--- config.mk ---
export PLATFORM = sky130hd
export DESIGN_NAME = mefb_ctrl
export DESIGN_NICKNAME = d
export VERILOG_FILES = /design/src/hdl/mefb_pkg.sv /design/src/hdl/mefb_ctrl.sv
export SDC_FILE = /design/constraint.sdc
export NUM_CORES = 1
export LEC_CHECK = 0
export ABC_CLOCK_PERIOD_IN_PS = 1200
export CORE_AREA = 8 8 45 47
export DETAILED_ROUTE_END_ITERATION = 16
export DIE_AREA = 0 0 53 55
export DONT_BUFFER_PORTS = 1
export PLACE_DENSITY = 0.43
export SYNTH_ARGS = -nofsm -noshare
export SYNTH_HDL_FRONTEND = slang
export SYNTH_SLANG_ARGS = --single-unit
--- constraint.sdc ---
create_clock -name i_clk -period 1.2 [get_ports i_clk]
set_input_delay 0.18 -clock i_clk [delete_from_list [all_inputs] [get_ports i_clk]]
set_output_delay 0.18 -clock i_clk [all_outputs]
set_load 0.005 [all_outputs]
--- src/hdl/mefb_pkg.sv ---
// Shared types, field layout and constants for the mono expansion framebuffer blitter.
package mefb_pkg;

    localparam int CMD_W      = 2;
    localparam int POS_W      = 10;
    localparam int GW_W       = 7;
    localparam int GH_W       = 10;
    localparam int ROW_W      = 10;
    localparam int BITS_W     = 64;
    localparam int SHIFT_W    = 10;
    localparam int SIZE_W     = 11;
    localparam int COLOR_W    = 32;
    localparam int CFG_IDX_W  = 2;
    localparam int CFG_DATA_W = 32;

    localparam int X_LSB     = 0;
    localparam int Y_LSB     = X_LSB + POS_W;
    localparam int GW_LSB    = Y_LSB + POS_W;
    localparam int GH_LSB    = GW_LSB + GW_W;
    localparam int ROW_LSB   = GH_LSB + GH_W;
    localparam int BITS_LSB  = ROW_LSB + ROW_W;
    localparam int SH_LSB    = BITS_LSB + BITS_W;
    localparam int S_FIELD_W = SH_LSB + SHIFT_W;
    localparam int S_TDATA_W = ((S_FIELD_W + 7) / 8) * 8;
    localparam int M_TDATA_W = COLOR_W;

    localparam int DEF_MAX_WIDTH       = 1024;
    localparam int DEF_MAX_HEIGHT      = 1024;
    localparam int DEF_MAX_GLYPH_WIDTH = 64;

    localparam logic [SIZE_W-1:0]  RST_OSD_WIDTH  = SIZE_W'(720);
    localparam logic [SIZE_W-1:0]  RST_OSD_HEIGHT = SIZE_W'(576);
    localparam logic [COLOR_W-1:0] RST_FG_COLOR   = 32'h00ff_ffff;
    localparam logic [COLOR_W-1:0] RST_BG_COLOR   = 32'hff00_0000;

    typedef enum logic [CMD_W-1:0] {
        CMD_CLEAR  = 2'd0,
        CMD_DRAW   = 2'd1,
        CMD_SCROLL = 2'd2,
        CMD_READ   = 2'd3
    } t_cmd;

    typedef enum logic [CFG_IDX_W-1:0] {
        REG_OSD_WIDTH  = 2'd0,
        REG_OSD_HEIGHT = 2'd1,
        REG_FG_COLOR   = 2'd2,
        REG_BG_COLOR   = 2'd3
    } t_cfg_reg;

    typedef enum logic [3:0] {
        OP_NONE,
        OP_LOAD,
        OP_MUL_LINE,
        OP_MUL_SHIFT,
        OP_SETUP,
        OP_FILL,
        OP_COPY,
        OP_FILL_START,
        OP_LOAD_OUT
    } t_dp_op;

    typedef enum logic [2:0] {
        S_IDLE,
        S_MUL,
        S_MUL_SHIFT,
        S_SETUP,
        S_FILL,
        S_COPY,
        S_RWAIT,
        S_DONE
    } t_state;

    typedef struct packed {
        t_dp_op op;
    } t_dp_cmd;

    typedef struct packed {
        t_cmd cmd;
        logic cnt_zero;
        logic no_work;
        logic out_free;
    } t_dp_sts;

endpackage

--- src/hdl/mefb_ctrl.sv ---
// Controller state machine that sequences the datapath for each command.
module mefb_ctrl import mefb_pkg::*; (
    input  logic    i_clk,
    input  logic    i_rst_n,
    input  logic    i_s_tvalid,
    output logic    o_s_tready,
    input  t_dp_sts i_sts,
    output t_dp_cmd o_cmd
);

    t_state r_state;
    t_state n_state;

    always_ff @(posedge i_clk) begin
        if (!i_rst_n) begin
            r_state <= S_IDLE;
        end else begin
            r_state <= n_state;
        end
    end

    always_comb begin
        n_state    = r_state;
        o_cmd.op   = OP_NONE;
        o_s_tready = 1'b0;
        case (r_state)
            S_IDLE: begin
                o_s_tready = 1'b1;
                if (i_s_tvalid) begin
                    o_cmd.op = OP_LOAD;
                    n_state  = S_MUL;
                end
            end
            S_MUL: begin
                o_cmd.op = OP_MUL_LINE;
                if (i_sts.no_work) begin
                    n_state = S_DONE;
                end else if (i_sts.cmd == CMD_SCROLL) begin
                    n_state = S_MUL_SHIFT;
                end else begin
                    n_state = S_SETUP;
                end
            end
            S_MUL_SHIFT: begin
                o_cmd.op = OP_MUL_SHIFT;
                n_state  = S_SETUP;
            end
            S_SETUP: begin
                o_cmd.op = OP_SETUP;
                case (i_sts.cmd)
                    CMD_SCROLL: n_state = S_COPY;
                    CMD_READ:   n_state = S_RWAIT;
                    default:    n_state = S_FILL;
                endcase
            end
            S_COPY: begin
                if (i_sts.cnt_zero) begin
                    o_cmd.op = OP_FILL_START;
                    n_state  = S_FILL;
                end else begin
                    o_cmd.op = OP_COPY;
                end
            end
            S_FILL: begin
                if (i_sts.cnt_zero) begin
                    n_state = S_DONE;
                end else begin
                    o_cmd.op = OP_FILL;
                end
            end
            S_RWAIT: begin
                n_state = S_DONE;
            end
            S_DONE: begin
                if (i_sts.out_free) begin
                    o_cmd.op = OP_LOAD_OUT;
                    n_state  = S_IDLE;
                end
            end
            default: begin
                n_state = S_IDLE;
            end
        endcase
    end

endmodule
# After elaboration in Yosys (flattened, before gate mapping)
# Cells that the tools add are included.
# Widths: inputs -> output; s select.
[totals] out_inout_bits=5 word_cells=30 ff_bits=3
[classes] eq_ne=13 n_reduce_logical=2 muxes=14
[op_table] operator="$pmux 4 s7" n=1
[op_table] operator="$pmux 3 s8" n=1
[op_table] operator="$mux 3" n=6
[op_table] operator="$eq 3x3->1 const B" n=4
[op_table] operator="$ne 2x2->1 const B" n=4
[op_table] operator="$eq 3x2->1 const B" n=2
[op_table] operator="$eq 2x2->1 const B" n=2
[op_table] operator="$mux 1" n=4
[op_table] operator="$mux 4" n=1
[op_table] operator="$pmux 2 s2" n=1
[op_table] operator="$reduce_and 4->1" n=1
[op_table] operator="$eq 3x1->1 const B" n=1
[op_table] operator="$logic_not 3->1" n=1

# Logic depth before layout (Yosys ltp)
[logic_depth] ltp_word=4 mapped_depth=4 mapped_depth_nobuf=3

# Worst setup path before layout
# OpenSTA, ideal clock, no wires.
[synth_path] path_kind="reg2out" from="register r_state[1]" to="output o_cmd[2] in the netlist's numbering" slack_ns=0.170 t_arrival_ns=0.850 path_buffers=1 stages_incl_launch_ff=5 cell_sequence="dfxtp_1 > buf_4 > nand2b_1 > a21bo_1 > o21ai_0"
[synth_lines] item="start: declaration" line="mefb_ctrl.sv:11" source="t_state r_state;"
[synth_lines] item="start signal: assignment" line="mefb_ctrl.sv:18" source="r_state <= n_state;"
[synth_lines] item="end: declaration" line="mefb_ctrl.sv:8" source="output t_dp_cmd o_cmd"

==> run metrics <==
Clock Tree Root clkbuf_4; post-route cell area between 300 and 400 sq um; Detail Route Antenna Nets 0; startpoint types flip-flop; final period utilization a little over nine tenths; Clock Latency Late Sink 0.24 ns; Metal-1 WL 295 microns; # DRC 0; placed cell areas between 200 and 300 sq um; die area 2920 sq um; share of layout cells above drive strength 1 32.5%; RR Startpoint r_state[2]; Crit. End Element output port; Synth Instances 34; largest register by flop count r_state; layout net count 49; Tmin final roughly 1.2 ns; setup TNS 0 ns; H-tree levels 1; dpl hpwl 566 microns; WL met3 83 microns; hold path depth 2; CTS tree yes; Crit path largest cell delay 0.36 ns; Worst EP arrival 1.00 ns; synthesis-stage register bit count 3; row cnt 14; Syn-to-layout area delta 39.2%; Avg Cell Area, Syn 7.99 sq um; r2r endpoint r_state[0]; global-route wire length before repair 1110 microns; Top Layer Used met4; top flop regs r_state x3; initial antenna violation count 0; I/O pins 13; vias in the first global route 265; via count between 200 and 300; Final Util 27.3%; Detailed Route WL a little under 800 microns; slowest CP cell dfxtp_4; Final WS setup 0.0193 ns; Global Route Usage Sum 5.19%; initial core utilization 19.6%; Netlist cell types 23; final setup violating endpoints 0; largest net degree at the start of global routing 13; max reg flops 3; Power Dens Cells 1540 nW/um^2; Slew @ Worst Pin 0.243 ns; hold_ws 0.0775 ns; Setup Crit Path Kind flip-flop to output port; CP cell instances nand2b_4 > a21bo_1 > o21ai_2; Crit path required time 1.02 ns; Die Height ~55 microns; CTS clk-pin slew, worst paths about 0.04 ns; Max VDD drop 374 uV; Mapped Nets 42; via/cell ratio ~5; Starting DRT DRC Count 3; CP Max Fanout 6; Yosys warning total 0; CTS buffer count 3; clk buf depth 2; Clock Skews 0.00707 ns; FMAX roughly 850 MHz; Max Slew Vio Count 0; DR WL/cell approximately 14 microns; RSZ-0062 raised after global routing yes; Lkg Pwr 0.170 nW; hold path start i_rst_n; DR pass1 iterations 2; CORE AREA 1380 sq um; Die Wd approximately 53 microns; run status finished clean; Seq/Total Area, Yosys between 20 and 25%; R2R depth 4; Placer Congestion roughly 0.73; diode count 0; flop-to-flop setup slack 0.05 ns; total grt overflow 0; wire length on met2 395 microns; number of fill cells around 150; HP Class input pin to flip-flop; final hold violations 0; Max-Cap Viols 0; clk sinks 3; port bufs 0; cell area after synthesis roughly 270 sq um; post-place setup slack 0.0591 ns; Slew Limit Headroom 83.6%; Min-Delay Endpoint r_state[0]
[synthesized netlist by cell type]
cell type  number  share of area [%]
buf_4           1                2.8
nand2_1         1                1.4
and4_1          1                3.2
a21bo_1         1                3.7
a21boi_1        1                2.8
a21o_1          2                5.5
nor4b_1         1                3.2
nor3b_1         1                2.8
nor3_1          1                1.8
dfxtp_1         3                 22
o32ai_1         1                3.2
mux2i_1         2                7.4
buf_2           2                3.7
or2_0           1                2.3
o21a_1          1                2.8
o21ai_0         2                3.7
nand2b_1        3                6.9
o31ai_1         1                2.8
xor2_1          1                3.2
a21oi_1         2                3.7
a221o_1         1                3.7
nor2_1          2                2.8
nor2b_1         2                4.6
[layout make-up]
type                    count  area, sq um  area share [%]
clock buffers               4         26.3            6.95
multi-input cells          28          220            58.3
flip-flops and latches      3         67.6            17.9
well taps                  16         20.0            5.30
repair buffers              5         43.8            11.6
[where the power goes]
group	internal (mW)	total (mW)	switching [mW]	leakage [nW]
clock	0.125	0.183	0.0584	0.0150
sequential	0.124	0.154	0.0296	0.0262
combinational	0.135	0.243	0.108	0.129
total	0.384	0.581	0.196	0.170
[cells by family (layout without fill, tap and decap cells)]
logic type	after synthesis	after routing	synth area share, %
buffers and inverters	3	9	6.45
AOI/OAI and AO/OA	12	12	31.8
and+or+nand+nor	13	13	29.0
muxes	2	2	7.37
xor gates and xnor gates	1	1	3.23
DFF	3	3	22.1
[metrics by stage]
| stage | std cells | total power [mW] |
|---|---|---|
| 6_report | 56 | 0.581 |
| 5_1_grt | 56 | 0.621 |
| 4_1_cts | 53 | 0.555 |
| 3_5_place_dp | 49 | 0.332 |
| 3_3_place_gp | 49 | 0.332 |
| 2_1_floorplan | 34 | 0.302 |
[cell usage in the layout, fill, tap and decap left out, types with 2 or more instances in the layout]
cell	instances
clkbuf_4	3
dfxtp_4	2
a21oi_1	2
a21o_1	2
nand2b_4	2
nor2_1	2
nor2b_1	2
mux2i_1	2
buf_4	2
[layer usage]
metal | vias up | track usage [%]
met5 | - | 0
met4 | 0 | 5.17
met3 | 2 | 2.14
met2 | 11 | 7.81
met1 | 127 | 5.30
li1 | 138 | -
[worst max-delay path by stage]
stage	startpoint	endpoint	slack, ns	cells past startpoint
2_1_floorplan	r_state[1]	o_cmd[2]	0.17	4
3_3_place_gp	r_state[1]	r_state[0]	0.07	3
3_5_place_dp	r_state[1]	r_state[0]	0.06	3
4_1_cts	r_state[2]	o_cmd[2]	0.002	3
5_1_grt	r_state[2]	o_cmd[2]	-0.02	3
6_report	r_state[2]	o_cmd[2]	0.02	3
[repair_timing]
action                                 4_1_cts  5_1_grt
gates resized for setup                      9        1
hold buffers                                 0        0
endpoints found under the hold margin        0        0
setup buffers                                0        3
setup endpoints to repair                    4        2
[worst max-delay path: cells and delay by family, from the launching register on]
| kind | cells | cell delay (ns) |
|---|---|---|
| AO/OA/AOI/OAI | 2 | 0.25 |
| flip-flops | 1 | 0.36 |
| AND/OR/NAND/NOR | 1 | 0.14 |
Note: power is estimated with default switching activity, not from simulation.
